$ cat config.mk
export PLATFORM = sky130hd
export DESIGN_NAME = rsa_modular_exponentiation
export DESIGN_NICKNAME = d
export VERILOG_FILES = /design/src/hdl/rsa_me_pkg.sv /design/src/hdl/rsa_modular_exponentiation.sv
export SDC_FILE = /design/constraint.sdc
export NUM_CORES = 1
export LEC_CHECK = 0
export BUFFER_PORTS_ARGS = -buffer_cell sky130_fd_sc_hd__buf_2
export CAP_MARGIN = 5
export CORE_AREA = 2 2 241 243
export DETAILED_ROUTE_END_ITERATION = 8
export DIE_AREA = 0 0 243 245
export PLACE_DENSITY = 0.53
export SLEW_MARGIN = 20
export SYNTH_ARGS = -nofsm -noshare
export SYNTH_HDL_FRONTEND = slang
export SYNTH_SLANG_ARGS = --single-unit
$ cat constraint.sdc
create_clock -name aclk -period 7.2 [get_ports aclk]
set_input_delay 1.44 -clock aclk [delete_from_list [all_inputs] [get_ports aclk]]
set_output_delay 1.44 -clock aclk [all_outputs]
set_load 0.01 [all_outputs]
$ cat src/hdl/rsa_me_pkg.sv
// Shared constants and types for the RSA modular exponentiation block.
`timescale 1ns / 1ps

package rsa_me_pkg;

    // Width of the modulus datapath; the modulus register is cut to its low bits.
    localparam int MOD_WIDTH  = 32;
    localparam int VALUE_W    = 32;
    localparam int DATA_W     = (MOD_WIDTH > VALUE_W) ? VALUE_W : MOD_WIDTH;
    localparam int EXP_W      = 32;
    localparam int CNT_W      = $clog2(VALUE_W);
    localparam int BIT_IDX_W  = $clog2(EXP_W);
    localparam int CFG_IDX_W  = 1;
    localparam int CFG_DATA_W = 32;

    localparam logic [CFG_IDX_W-1:0] CFG_KEY_EXPONENT = 1'b0;
    localparam logic [CFG_IDX_W-1:0] CFG_KEY_MODULUS  = 1'b1;

    localparam logic [EXP_W-1:0]   KEY_EXPONENT_RESET = EXP_W'(1);
    localparam logic [VALUE_W-1:0] KEY_MODULUS_RESET  = VALUE_W'(2);

    typedef enum logic [2:0] {
        ST_IDLE,
        ST_REDUCE,
        ST_EXP_MUL,
        ST_EXP_SQR,
        ST_FINISH
    } state_t;

endpackage

$ cat src/hdl/rsa_modular_exponentiation.sv
// Top level: modular exponentiation by square-and-multiply on a bit-serial modular multiplier.
// An accepted value is first reduced, then each of the 32 exponent bits takes a squaring and, for a
// set bit, a multiply before it; a modulus below 2 skips straight to the result, which is then zero.
// One item is in work at a time; the next is taken in the cycle after the result is loaded, and
// loading waits while an earlier result is still held on m_tvalid without m_tready.
// Synchronous active-low reset restores exponent 1, modulus 2 and an empty output.
`timescale 1ns / 1ps

module rsa_modular_exponentiation (
    input  logic                                aclk,
    input  logic                                aresetn,
    input  logic                                cfg_wr_en,
    input  logic [rsa_me_pkg::CFG_IDX_W-1:0]    cfg_index,
    input  logic [rsa_me_pkg::CFG_DATA_W-1:0]   cfg_data,
    input  logic                                s_tvalid,
    output logic                                s_tready,
    input  logic [rsa_me_pkg::VALUE_W-1:0]      s_tdata,   // [31:0] value_in
    output logic                                m_tvalid,
    input  logic                                m_tready,
    output logic [rsa_me_pkg::VALUE_W-1:0]      m_tdata    // [31:0] value_out
);
    import rsa_me_pkg::*;

    state_t state_reg, state_next;

    logic [EXP_W-1:0]     key_exponent_reg;
    logic [VALUE_W-1:0]   key_modulus_reg;

    logic [VALUE_W-1:0]   a_reg, a_next;
    logic [DATA_W-1:0]    b_reg, b_next;
    logic [DATA_W-1:0]    r_reg, r_next;
    logic [CNT_W-1:0]     cnt_reg, cnt_next;
    logic [DATA_W-1:0]    acc_reg, acc_next;
    logic [DATA_W-1:0]    sq_reg, sq_next;
    logic [BIT_IDX_W-1:0] bit_idx_reg, bit_idx_next;
    logic                 m_tvalid_reg, m_tvalid_next;
    logic [VALUE_W-1:0]   m_tdata_reg, m_tdata_next;

    logic [DATA_W-1:0]    modulus;
    logic                 modulus_small;
    logic                 in_accept;
    logic                 out_load;
    logic [DATA_W-1:0]    addend;
    logic [DATA_W+1:0]    sum;
    logic [DATA_W+2:0]    diff_one;
    logic [DATA_W+2:0]    diff_two;
    logic [DATA_W-1:0]    r_step;
    logic                 mul_last;
    logic [BIT_IDX_W-1:0] bit_idx_inc;
    logic                 exp_last;
    logic                 next_exp_bit;
    logic                 mul_start;
    logic [DATA_W-1:0]    mul_a_op;

    assign modulus       = key_modulus_reg[DATA_W-1:0];
    assign modulus_small = (modulus[DATA_W-1:1] == '0);
    assign in_accept     = s_tvalid && s_tready;
    assign out_load      = (state_reg == ST_FINISH) && (!m_tvalid_reg || m_tready);

    // One step of the interleaved multiplier: r = (2r + bit*b) mod m. The sum stays below 3m, so
    // subtracting 2m if that leaves a non-negative value, else m if it does, else nothing, finishes it.
    assign addend   = a_reg[VALUE_W-1] ? b_reg : '0;
    assign sum      = {1'b0, r_reg, 1'b0} + {2'b00, addend};
    assign diff_one = {1'b0, sum} - {3'b000, modulus};
    assign diff_two = {1'b0, sum} - {2'b00, modulus, 1'b0};

    always_comb begin
        if (!diff_two[DATA_W+2]) begin
            r_step = diff_two[DATA_W-1:0];
        end else if (!diff_one[DATA_W+2]) begin
            r_step = diff_one[DATA_W-1:0];
        end else begin
            r_step = sum[DATA_W-1:0];
        end
    end

    // The input reduction runs over all input bits, the exponent products over the datapath width.
    assign mul_last = (state_reg == ST_REDUCE) ? (cnt_reg == CNT_W'(VALUE_W - 1))
                                               : (cnt_reg == CNT_W'(DATA_W - 1));

    assign bit_idx_inc  = bit_idx_reg + 1'b1;
    assign exp_last     = (bit_idx_reg == BIT_IDX_W'(EXP_W - 1));
    assign next_exp_bit = key_exponent_reg[bit_idx_inc];

    // Next state.
    always_comb begin
        state_next = state_reg;
        case (state_reg)
            ST_IDLE: begin
                if (in_accept) begin
                    state_next = modulus_small ? ST_FINISH : ST_REDUCE;
                end
            end
            ST_REDUCE: begin
                if (mul_last) begin
                    state_next = key_exponent_reg[0] ? ST_EXP_MUL : ST_EXP_SQR;
                end
            end
            ST_EXP_MUL: begin
                if (mul_last) begin
                    state_next = ST_EXP_SQR;
                end
            end
            ST_EXP_SQR: begin
                if (mul_last) begin
                    if (exp_last) begin
                        state_next = ST_FINISH;
                    end else begin
                        state_next = next_exp_bit ? ST_EXP_MUL : ST_EXP_SQR;
                    end
                end
            end
            ST_FINISH: begin
                if (out_load) begin
                    state_next = ST_IDLE;
                end
            end
            default: state_next = ST_IDLE;
        endcase
    end

    // Outputs.
    always_comb begin
        s_tready = (state_reg == ST_IDLE);
        m_tvalid = m_tvalid_reg;
        m_tdata  = m_tdata_reg;
    end

    // Datapath next values.
    always_comb begin
        acc_next      = acc_reg;
        sq_next       = sq_reg;
        bit_idx_next  = bit_idx_reg;
        a_next        = a_reg;
        b_next        = b_reg;
        r_next        = r_reg;
        cnt_next      = cnt_reg;
        mul_start     = 1'b0;
        m_tvalid_next = m_tvalid_reg;
        m_tdata_next  = m_tdata_reg;

        if (m_tvalid_reg && m_tready) begin
            m_tvalid_next = 1'b0;
        end

        case (state_reg)
            ST_IDLE: begin
                if (in_accept) begin
                    // Reduce the input by multiplying it by one.
                    acc_next = '0;
                    a_next   = s_tdata;
                    b_next   = DATA_W'(1);
                    r_next   = '0;
                    cnt_next = '0;
                end
            end
            ST_REDUCE, ST_EXP_MUL, ST_EXP_SQR: begin
                a_next   = {a_reg[VALUE_W-2:0], 1'b0};
                r_next   = r_step;
                cnt_next = cnt_reg + 1'b1;
                if (mul_last) begin
                    case (state_reg)
                        ST_REDUCE: begin
                            sq_next      = r_step;
                            acc_next     = DATA_W'(1);
                            bit_idx_next = '0;
                            mul_start    = 1'b1;
                        end
                        ST_EXP_MUL: begin
                            acc_next  = r_step;
                            mul_start = 1'b1;
                        end
                        default: begin
                            sq_next      = r_step;
                            bit_idx_next = bit_idx_inc;
                            mul_start    = !exp_last;
                        end
                    endcase
                end
            end
            ST_FINISH: begin
                if (out_load) begin
                    m_tvalid_next = 1'b1;
                    m_tdata_next  = VALUE_W'(acc_reg);
                end
            end
            default: ;
        endcase

        // The multiplier operand of the next product sits at the top of the shift register; b takes the square.
        mul_a_op = (state_next == ST_EXP_MUL) ? acc_next : sq_next;
        if (mul_start) begin
            a_next   = VALUE_W'(mul_a_op) << (VALUE_W - DATA_W);
            b_next   = sq_next;
            r_next   = '0;
            cnt_next = '0;
        end
    end

    always_ff @(posedge aclk) begin
        if (!aresetn) begin
            state_reg        <= ST_IDLE;
            key_exponent_reg <= KEY_EXPONENT_RESET;
            key_modulus_reg  <= KEY_MODULUS_RESET;
            m_tvalid_reg     <= 1'b0;
        end else begin
            state_reg    <= state_next;
            m_tvalid_reg <= m_tvalid_next;
            if (cfg_wr_en) begin
                case (cfg_index)
                    CFG_KEY_EXPONENT: key_exponent_reg <= EXP_W'(cfg_data);
                    CFG_KEY_MODULUS:  key_modulus_reg  <= VALUE_W'(cfg_data);
                    default: ;
                endcase
            end
        end
    end

    always_ff @(posedge aclk) begin
        a_reg       <= a_next;
        b_reg       <= b_next;
        r_reg       <= r_next;
        cnt_reg     <= cnt_next;
        acc_reg     <= acc_next;
        sq_reg      <= sq_next;
        bit_idx_reg <= bit_idx_next;
        m_tdata_reg <= m_tdata_next;
    end

endmodule
== Yosys cells after proc, flatten, opt, wreduce, memory -nomap -nowiden ==
Cells that the tools add are included.

* Output and inout bits: 34
* Bits of input ports: 70
* Register bits: 270
* Logic and storage cells: 90

* Bitwise logic cells: 2
* Magnitude comparators: 1
* Muxes and demuxes: 40
* Add/subtract/negate cells: 5
* Reductions and logical operators: 21
* Equal/unequal tests: 9

{| class="wikitable"
|+ Operators with widths
! kind !! number
|-
| $mux 32 || 15
|-
| $pmux 32 s2 || 4
|-
| $sub 34x32->35 || 1
|-
| $sub 34x33->35 || 1
|-
| $add 33x32->34 || 1
|-
| $logic_not 31->1 || 1
|-
| $mux 3 || 7
|-
| $pmux 5 s2 || 2
|-
| $pmux 3 s5 || 1
|-
| $reduce_and 2->1 || 6
|-
| $add 5x1->5 const B || 2
|-
| $eq 5x5->1 const B || 2
|-
| $eq 3x2->1 const B || 3
|-
| $mux 1 || 9
|-
| $lt 5x6->1 const B || 1
|-
| $reduce_bool 2->1 || 3
|-
| $bmux 1 s5 || 1
|-
| $mux 5 || 1
|-
| $eq 3x1->1 const B || 1
|-
| $eq 3x3->1 const B || 1
|-
| $logic_and 1x1->1 || 3
|-
| $logic_not 3->1 || 1
|-
| $ne 3x1->1 const B || 1
|-
| $reduce_and 3->1 || 1
|-
| 7 further kinds || 9
|}

== Depth between registers and ports, before layout ==
Gate-level depths: netlist (run 1).

* Depth after elaboration: 10
* Gate-level depth with buffers: 27
* Depth with buffers taken out: 23

== Least setup slack after synthesis (run 1) ==
OpenSTA, ideal clock, no wires.

* Path type: flip-flop to flip-flop
* Start: register a_reg[31]
* End: register a_reg[23], data pin
* Library setup time: 0.277 ns
* Buffers on the path: 3
* Stages on the path, launching flop included: 22
* Data arrival time: 5.014 ns
* Clock period less this slack: 5.292 ns
* Required time: 6.923 ns
* Path slack: 1.908 ns
* Path through: edfxtp_1 -> clkbuf_1 -> and2_1 -> ha_1 -> a21o_1 -> a221o_1 -> a211oi_1 -> o41ai_1 -> xor2_1 -> ha_1 -> clkbuf_1 -> and3_1 -> nor4b_1 -> o211ai_1 -> o211ai_1 -> o211ai_1 -> o211a_1 -> buf_2 -> nand2_4 -> mux2_2 -> a221oi_1 -> a221oi_1

* Longest elaborated chain between the ends: 10
* Elaborated cells on any way between the ends: 14
* Classes of those cells: 3 x add/sub; 11 x mux

{| class="wikitable"
|+ RTL lines
! item !! line !! RTL
|-
| start: declaration || rsa_modular_exponentiation.sv:29 || <nowiki>logic [VALUE_W-1:0] a_reg, a_next;</nowiki>
|-
| start signal: assignment || rsa_modular_exponentiation.sv:220 || <nowiki>a_reg <= a_next;</nowiki>
|-
| $mux 32 (*) || rsa_modular_exponentiation.sv:62 || <nowiki>assign addend = a_reg[VALUE_W-1] ? b_reg : '0;</nowiki>
|-
| $add 33x32->34 (*) || rsa_modular_exponentiation.sv:63 || <nowiki>assign sum = {1'b0, r_reg, 1'b0} + {2'b00, addend};</nowiki>
|-
| $sub 34x32->35 || rsa_modular_exponentiation.sv:64 || <nowiki>assign diff_one = {1'b0, sum} - {3'b000, modulus};</nowiki>
|-
| $mux 32 || rsa_modular_exponentiation.sv:70 || <nowiki>end else if (!diff_one[DATA_W+2]) begin</nowiki>
|-
| $mux 32 (*) || rsa_modular_exponentiation.sv:68 || <nowiki>if (!diff_two[DATA_W+2]) begin</nowiki>
|-
| $pmux 32 s2 or $mux 32 (tied branches) || rsa_modular_exponentiation.sv:162 || <nowiki>case (state_reg)</nowiki>
|-
| $mux 32 || rsa_modular_exponentiation.sv:161 || <nowiki>if (mul_last) begin</nowiki>
|-
| $pmux 32 s2 or $mux 32 (tied branches) || rsa_modular_exponentiation.sv:146 || <nowiki>case (state_reg)</nowiki>
|-
| $mux 32 (*) || rsa_modular_exponentiation.sv:191 || <nowiki>mul_a_op = (state_next == ST_EXP_MUL) ? acc_next : sq_next;</nowiki>
|-
| $mux 32 (*) || rsa_modular_exponentiation.sv:192 || <nowiki>if (mul_start) begin</nowiki>
|-
| named net a_next[23] || rsa_modular_exponentiation.sv:29 ||
|}

Mark *: on every way through the listed nets, which the timed path passes. The rest lies on a longest branch.
A chain may end at the register's enable or synchronous reset.

== Final worst setup path (run 1) ==
Ends and elaborated chain as after synthesis.

==> results of run 1 <==
area by class of cell:
type	count	share of cell area (%)
multi-input cells	1515	51.3
flip-flops and latches	270	33.4
well taps	765	4.99
clock buffers	39	4.47
repair buffers	129	3.77
inverters	69	1.36
clock inverters	16	0.698
metrics by stage:
stage / total power (W) / utilization [%] / hold slack [ns]
6_report: 0.00816 / 33.6 / 0.433
3_5_place_dp: 0.00662 / 31.9 / 0.419
3_3_place_gp: 0.00660 / 31.9 / 0.420
2_1_floorplan: 0.00518 / - / 0.408
5_1_grt: 0.00870 / 33.6 / 0.454
4_1_cts: 0.00818 / 33.6 / 0.434
routing by layer:
layer,global-route usage [%],up-vias,part of all wire (%)
met4,5.07,0,2.8
met1,24.7,7264,46
met3,2.36,90,4.6
met5,0,-,0
met2,30.4,370,47
li1,-,7289,-
logic make-up after synthesis:
kind of cell | count (synthesis)
AO/OA/AOI/OAI | 646
XOR/XNOR | 74
adder cells (fa/ha/maj) | 102
buffers and inverters | 172
flip-flops | 270
multiplexers | 25
AND/OR/NAND/NOR | 668
power breakdown:
group	total (W)	leakage, nW	switching, W	internal (W)
combinational	0.00485	4.50	0.00314	0.00171
clock	0.00153	0.487	0.000629	0.000906
sequential	0.00178	2.28	0.0000698	0.00171
repair_timing:
action | in CTS | in global routing
resized for setup | 0 | 1
buffers inserted | 0 | 0
endpoints found under the setup margin | 0 | 10
cell usage in the layout (no fill, tap or decap), drive strengths merged, types with 30 or more instances in the layout:
master  count
a21boi     73
a21o       35
a21oi     160
and2       40
buf       129
clkbuf     39
dfxtp     169
edfxtp    101
ha         99
inv        70
nand2     314
nand3      51
nor2      118
nor3       30
o21ai     128
xnor2      47
worst paths after layout:
| check | start | to |
|---|---|---|
| setup reg to reg | a_reg[31] | a_reg[23] |
| hold reg to reg | acc_reg[30] | m_tdata[30] |
| setup / recovery | a_reg[31] | a_reg[23] |
| hold / removal | acc_reg[30] | m_tdata[30] |
==> impl_results.md, run 1 <==
- Width of the die: 243 um
- Area of combinational cells with multiple inputs: 9830 um^2
- Cell depth of the worst min-delay path: 0
- Worst ir drop on vdd: 0.241 mV
- Number of max-capacitance violations reported: 0
- Final HPWL DP: 43.1 mm
- Final max-slew violation count: 0
- Standard cell core area: 57000 um^2
- Fraction of post-synthesis cell area in the top cell type by area: 20.0%
- Crit-path max cell delay: 0.54 ns
- Die height: 245 um
- Final number of setup-violating endpoints: 0
- Via Count: 15.0k
- Number of I/O port buffers: 103
- Post-synth net total: 2129
- Register-to-Register Path Depth: 20
- Type of the worst setup path: register to register
- Maximum number of pins on one net before global-route repair: 68
- Fill cell total of the finished layout: 6160
- I/O pin cnt: 104
- Remaining routing DRC violations: 0
- Sequential-to-total area share from yosys stat: 37.9%
- Fmax: 152 MHz
- Clock tree skew after final layout: 0.0217 ns
- Final critical-path share of the clock period: 91.1%
- Syn Inst Count: 1957
- HP Class: register to register
- Async set-reset flop share out of synthesis: 0%
- DRT iter0 DRCs: 1050
- Final sum of negative setup slack: 0 ns
- Fraction of final layout cells with drive strength greater than 1: 12.2%
- Ys flop type: dfxtp_1
- Library cell with the highest instance count after synthesis: nand2_1
- Initial antenna violation count: 0
- CTS H-tree depth: 1
- Placer Congestion: 0.915
- Slowest-stage cell, CP: a211oi_1
- Actual transition at the worst max-transition pin: 1.04 ns
- Adder and majority cell fraction of the synthesized area: 7.68%
- Clock Latency Late Sink: 0.57 ns
- Overall global routing resource usage: 18.2%
- Synth Area per Inst: 8.64 um^2
- Final routed wirelength across all metal layers: 55.5 mm
- Cell class contributing the biggest share of worst-path delay: compound AO/OA/AOI/OAI gates
- Clock Tree Root: clkbuf_16
- Final hold violations: 0
- LEAKAGE: 7.27 nW
- Combined flip-flop and latch cell area: 6420 um^2
- Warnings from Yosys: 0
- Cells traversed along the worst timing path: buf_4 > and2_1 > ha_1 > a21o_1 > a221o_1 > a211oi_1 > o41ai_1 > a21oi_1 > xnor2_1 > ha_1 > nand2_1 > nor4b_1 > o211ai_1 > o211ai_1 > o211ai_1 > o211a_1 > nand2_4 > mux2_2 > a221oi_1 > a221oi_1
- Number of distinct library cell variants in the gate-level netlist after synthesis: 97
- Most prevalent standard cell on the critical path: o211ai_1
- Total global routing overflow: 0
- Count of non-filler cells in the finished layout: 2803
- Clock tree from TritonCTS: built
- Max Buffers Root-to-Sink: 3
- Time the final worst path needs with I/O delays and setup: 6.56 ns
- Run status: finished, final reports clean
- Synth Cell Area: 16900 um^2
- Crit path max fanout: 24
- Area enclosed by the die boundary: 59500 um^2
- Hold Buf Count CTS: 0
- Setup repair after global routing missed its margin: false
- XOR/XNOR Fraction of Synth Area: 3.94%
- Number of storage elements in the synthesis netlist: 270
- Number of synthesized flops with an enable pin: 101
- Initial core utilization: 29.7%
- Share of the synthesized area in compound gates (AO/OA/AOI/OAI): 26.0%
- CP Buf/Inv Count: 1
- Largest family of logic cells by synthesized area: compound AO/OA/AOI/OAI gates
- Clock slew seen by the registers of the worst setup and hold paths: 0.06 ns
- Synth top area cells: dfxtp_1 20%, edfxtp_1 18%, ha_1 7.3%
- Area added between synthesis and finish: 13.4%
- CP Data Required Time: 7.47 ns
- Normalized max-slew margin: 30.7%
- Power density of the placed cells: 425 nW/um^2
- Number of nets with antenna violations after detailed routing: 0
- Routed wire per std cell: 19.8 um
- # clock sinks: 270
- DR pass1 iterations: 7
- Final cell area excluding filler cells: 19200 um^2
- Via-to-Cell Ratio: 5.36
- Arrival time worst endpoint: 6.83 ns
- Number of rows created at floorplan: 88
- Global-route wire length before repair: 85.5 mm
- FF-to-FF setup slack: 0.64 ns
- # diodes: 0
- Placed Instance Area: 18200 um^2
- Critical Path Sink Type: register
- Number of global-route vias before repair: 14.6k
- Post-placement setup slack: 0.479 ns
- Mux cell area share after synthesis: 2.29%
- Kind of start point of the critical path: register
- Total number of nets in the final design: 2187
- Critical path depth: 20
- Post-synthesis simple-gate area fraction: 18.0%
- List of most frequent post-synthesis cells: 311 x nand2_1, 169 x dfxtp_1, 159 x a21oi_1, 117 x nor2_1, 113 x o21ai_0
- Number of buffers created by CTS: 30
- Worst path setup slack after routing: 0.638 ns
- Cell type with the highest aggregate area in the netlist: dfxtp_1
- Cell count after placement: 2748
(Power assumes the default switching activity.)
==> inputs of run 2 (changes only) <==
==> constraint.sdc (replaced) <==
create_clock -name aclk -period 8.25 [get_ports aclk]
set_input_delay 1.65 -clock aclk [delete_from_list [all_inputs] [get_ports aclk]]
set_output_delay 1.65 -clock aclk [all_outputs]
set_load 0.01 [all_outputs]
==> impl_results.md, run 2 (synthesized netlist as in run 1, its figures left out) <==
- CP Data Required Time: 8.57 ns
- Overall global routing resource usage: 18.4%
- Cell count after placement: 2746
- DRT iter0 DRCs: 1196
- # clock sinks: 270
- Remaining routing DRC violations: 0
- LEAKAGE: 7.26 nW
- Total setup buffers inserted after CTS: 0
- Number of max-capacitance violations reported: 0
- CTS H-tree depth: 1
- Final hold violations: 0
- Arrival time worst endpoint: 7.40 ns
- Power density of the placed cells: 375 nW/um^2
- Final cell area excluding filler cells: 19200 um^2
- Final sum of negative setup slack: 0 ns
- Run status: finished, final reports clean
- Routed wire per std cell: 20.2 um
- Placed Instance Area: 18200 um^2
- Final routed wirelength across all metal layers: 56.5 mm
- Kind of start point of the critical path: register
- Number of rows created at floorplan: 88
- Clock Tree Root: clkbuf_16
- Final critical-path share of the clock period: 85.8%
- Die height: 245 um
- Fraction of final layout cells with drive strength greater than 1: 12.0%
- Initial core utilization: 29.7%
- Area enclosed by the die boundary: 59500 um^2
- CTS-repair resized insts: 0
- Final hold slack: 0.432 ns
- Number of nets with antenna violations after detailed routing: 0
- Global-route wire length before repair: 85.6 mm
- Total global routing overflow: 0
- Clock tree from TritonCTS: built
- DR pass1 iterations: 5
- Area added between synthesis and finish: 13.3%
- Width of the die: 243 um
- Clock Latency Late Sink: 0.60 ns
- # diodes: 0
- Actual transition at the worst max-transition pin: 0.999 ns
- Total number of nets in the final design: 2185
- Standard cell core area: 57000 um^2
- Via Count: 15.0k
- Worst ir drop on vdd: 0.262 mV
- Count of non-filler cells in the finished layout: 2801
- Final number of setup-violating endpoints: 0
- HP Class: register to register
- Initial antenna violation count: 0
- Type of the worst setup path: register to register
- Number of global-route vias before repair: 14.6k
- Number of I/O port buffers: 103
- Critical Path Sink Type: register
- Maximum number of pins on one net before global-route repair: 68
- I/O pin cnt: 104
- Normalized max-slew margin: 33.4%
- Final max-slew violation count: 0
- Fmax: 141 MHz
- Hold Buf Count CTS: 0
- Crit path max fanout: 41
- Leading cell types in the layout, fill and taps excluded: 310 x nand2_1, 169 x dfxtp_1, 159 x a21oi_1
- Placer Congestion: 0.932
- Number of buffers created by CTS: 30
- Via-to-Cell Ratio: 5.37
- Clock slew seen by the registers of the worst setup and hold paths: 0.06 ns
- Final HPWL DP: 43.4 mm
- Clock tree skew after final layout: 0.0388 ns
- Time the final worst path needs with I/O delays and setup: 7.08 ns
- Max Buffers Root-to-Sink: 3
- Most common library cell in the layout ignoring fill and taps: nand2_1
- Setup repair after global routing missed its margin: false
-- run 2: cell count changes in the layout (fill, tap and decap cells not counted), sizes merged --
cell,change
clkbuf,+7
bufinv,-1
clkinvlp,-2
buf,-2
clkinv,-4
-- run 2: critical path, stage by stage (launching register included) --
cell	delay (ns)
edfxtp_1	0.68
and2_1	0.27
ha_1	0.20
inv_1	0.08
fa_1	0.19
nand2b_1	0.14
a21oi_1	0.11
o31ai_1	0.73
o21ai_0	0.29
o21a_1	0.24
nor2_1	0.11
xnor2_1	0.23
ha_1	0.37
a21oi_1	0.19
o21ai_0	0.14
a311oi_1	0.65
a211oi_2	0.25
o211ai_2	0.55
and2_1	0.21
buf_4	0.45
a31oi_2	0.26
a22o_1	0.27
o221a_2	0.22
-- run 2: path summary, 6_finish.rpt --
kind,end,slack (ns),startpoint,depth (start not counted)
max,a_reg[20],1.17,a_reg[31],22
min,m_tdata[28],0.43,acc_reg[28],0
max reg2reg,a_reg[20],1.17,a_reg[31],22
min reg2reg,m_tdata[28],0.43,acc_reg[28],0
-- run 2: layer usage --
| layer | wire length (um) | global-route usage [%] |
|---|---|---|
| met1 | 25900 | 24.7 |
| met2 | 26800 | 31.0 |
| met3 | 2140 | 1.85 |
| met4 | 1680 | 5.79 |
| met5 | 0 | 0 |
-- run 2: cell type report --
type,count,area [um^2]
fillers,6014,37900
repair buffers,127,703
flip-flops and latches,270,6420
inverters,69,262
multi-input cells,1515,9830
clock buffers,46,902
well taps,765,957
clock inverters,9,85.1
-- run 2: report_power, final --
group | internal [W] | switching (W)
logic | 0.00148 | 0.00281
clock network | 0.000782 | 0.000563
registers | 0.00149 | 0.0000653
-- run 2: metrics by stage --
step           util [%]  setup WS [ns]  power [W]
2_1_floorplan         -           2.96    0.00452
3_3_place_gp       31.8           1.47    0.00582
3_5_place_dp       31.9           1.33    0.00582
4_1_cts            33.6           1.30    0.00719
5_1_grt            33.6          0.635    0.00763
6_report           33.6           1.17    0.00719
==> inputs of run 3 (changes only) <==
--- a/config.mk
+++ b/config.mk
@@ -10,8 +10,6 @@
 export CORE_AREA = 2 2 241 243
 export DETAILED_ROUTE_END_ITERATION = 8
 export DIE_AREA = 0 0 243 245
-export PLACE_DENSITY = 0.53
-export SLEW_MARGIN = 20
 export SYNTH_ARGS = -nofsm -noshare
 export SYNTH_HDL_FRONTEND = slang
 export SYNTH_SLANG_ARGS = --single-unit
==> constraint.sdc (replaced) <==
create_clock -name aclk -period 6.3 [get_ports aclk]
set_input_delay 1.26 -clock aclk [delete_from_list [all_inputs] [get_ports aclk]]
set_output_delay 1.26 -clock aclk [all_outputs]
set_load 0.01 [all_outputs]
==> impl_results.md, run 3 (synthesized netlist as in run 1, its figures left out) <==
- Final max-slew violation count: 0
- Reg2reg end: a_reg[21]
- Final hold violations: 0
- Overall global routing resource usage: 18.2%
- Clock slew seen by the registers of the worst setup and hold paths: 0.06 ns
- Via-to-Cell Ratio: 5.42
- Leading cell types in the layout, fill and taps excluded: 311 x nand2_1, 169 x dfxtp_1, 158 x a21oi_1
- Portion of total power attributed to sequential cells: 20.8%
- Number of global-route vias before repair: 14.9k
- Most prevalent standard cell on the critical path: o211ai_1
- Internal power of the cells: 0.00523 W
- Fmax: 165 MHz
- Sum of internal, switching and leakage power: 0.00977 W
- LEAKAGE: 7.51 nW
- Via Count: 15.4k
- Number of buffers created by CTS: 30
- Area enclosed by the die boundary: 59500 um^2
- CP Data Required Time: 6.57 ns
- Area added between synthesis and finish: 15.6%
- Clock Tree Root: clkbuf_16
- Run status: finished, final reports clean
- Routed wire per std cell: 19.8 um
- FF-to-FF setup slack: 0.24 ns
- Switching power as a share of total power: 46.5%
- Placer Congestion: 0.934
- # clock sinks: 270
- Core Util, Final: 34.3%
- Clock Latency Late Sink: 0.57 ns
- Remaining routing DRC violations: 0
- Clock tree from TritonCTS: built
- # diodes: 0
- Final critical-path share of the clock period: 96.1%
- Relative contribution of combinational cells to total power: 61.3%
- Number of I/O port buffers: 103
- Switching power: 0.00454 W
- Number of nets with antenna violations after detailed routing: 0
- HP Class: register to register
- Critical Path Sink Type: register
- Die height: 245 um
- Final routed wirelength across all metal layers: 56.3 mm
- Power density of the placed cells: 500 nW/um^2
- Cells traversed along the worst timing path: buf_4 > nand2_1 > fa_1 > nand2b_1 > a21oi_1 > o31ai_1 > buf_4 > o21ai_0 > a41oi_1 > xnor2_2 > ha_1 > nand3_1 > nor4b_1 > o211ai_1 > o211ai_1 > o211ai_1 > o211a_1 > nand2_4 > mux2_2 > a21oi_1 > a221oi_1
- Standard cell core area: 57000 um^2
- Actual transition at the worst max-transition pin: 1.20 ns
- I/O pin cnt: 104
- DRT iter0 DRCs: 1107
- Crit-path max cell delay: 0.44 ns
- Crit path capture: a_reg[21]
- Number of rows created at floorplan: 88
- Kind of start point of the critical path: register
- Hold path startpoint: acc_reg[28]
- Arrival time worst endpoint: 6.33 ns
- FF-to-FF Start: a_reg[31]
- Most common library cell in the layout ignoring fill and taps: nand2_1
- Slowest-stage cell, CP: fa_1
- Placed Instance Area: 18400 um^2
- Normalized max-slew margin: 20.0%
- Width of the die: 243 um
- Worst setup path start: a_reg[31]
- Fraction of final layout cells with drive strength greater than 1: 14.4%
- Initial antenna violation count: 0
- Fill cell total of the finished layout: 6054
- Maximum number of pins on one net before global-route repair: 68
- Initial core utilization: 29.7%
- CTS H-tree depth: 1
- Clock tree skew after final layout: 0.0184 ns
- Final HPWL DP: 43.5 mm
- Total global routing overflow: 0
- Final number of setup-violating endpoints: 0
- Time the final worst path needs with I/O delays and setup: 6.06 ns
- Number of max-capacitance violations reported: 0
- Total number of nets in the final design: 2225
- DR pass1 iterations: 6
- Register-to-Register Path Depth: 21
- Worst ir drop on vdd: 0.363 mV
- Max Buffers Root-to-Sink: 3
- Crit path max fanout: 31
- Global-route wire length before repair: 86.1 mm
- Type of the worst setup path: register to register
- Power share of the clock group: 18.0%
- Final cell area excluding filler cells: 19600 um^2
## run 3: layer usage
metal	track usage (%)	up-vias	routed length (um)
met3	2.32	69	2760
met1	24.5	7543	25300
met5	0	-	0
met4	4.15	0	1170
li1	-	7381	-
met2	31.1	422	27000
## run 3: through the flow
step                worst slack, ns  hold WS, ns  setup TNS [ns]  cells
floorplan                      1.01        0.408               0   1957
global placement              0.360        0.423               0   2781
detailed placement            0.214        0.417               0   2781
CTS                           0.175        0.431               0   2837
global route                -0.0382        0.447         -0.0621   2842
finish                        0.243        0.432               0   2842
## run 3: power groups by stage
stage,logic [W],registers (W),clock network [W]
finish,0.00599,0.00203,0.00176
floorplan,0.00389,0.00204,0
global route,0.00649,0.00204,0.00185
detailed placement,0.00583,0.00207,0
CTS,0.00586,0.00203,0.00178
global placement,0.00577,0.00206,0
## run 3: worst min-delay path by stage
stage	end	slack, ns	depth (start not counted)
floorplan	m_tdata[13]	0.41	0
global placement	m_tdata[6]	0.42	0
detailed placement	m_tdata[28]	0.42	0
CTS	m_tdata[28]	0.43	0
global route	m_tdata[28]	0.45	0
finish	m_tdata[28]	0.43	0
## run 3: worst max-delay path, delay by kind of cell, from the launching register on
kind | cells | cell delay, ns
AO/OA/AOI/OAI | 10 | 2.52
AND/OR/NAND/NOR | 5 | 1.07
adder cells (fa/ha/maj) | 2 | 0.77
buffers and inverters | 2 | 0.42
multiplexers | 1 | 0.37
flip-flops | 1 | 0.34
XOR/XNOR | 1 | 0.26
## run 3: area by class of cell
type | count | area [um^2] | share of cell area (%)
Timing Repair Buffer | 167 | 1040 | 5.32
Multi-Input combinational cell | 1515 | 9880 | 50.5
Clock buffer | 39 | 877 | 4.48
Sequential cell | 270 | 6420 | 32.8
Clock inverter | 17 | 123 | 0.627
Tap cell | 765 | 957 | 4.89
Inverter | 69 | 262 | 1.34
## run 3: timing repair
action	CTS	global route
gates resized for setup	0	14
endpoints found under the setup margin	0	30
hold buffers	0	0
buffers inserted	0	4
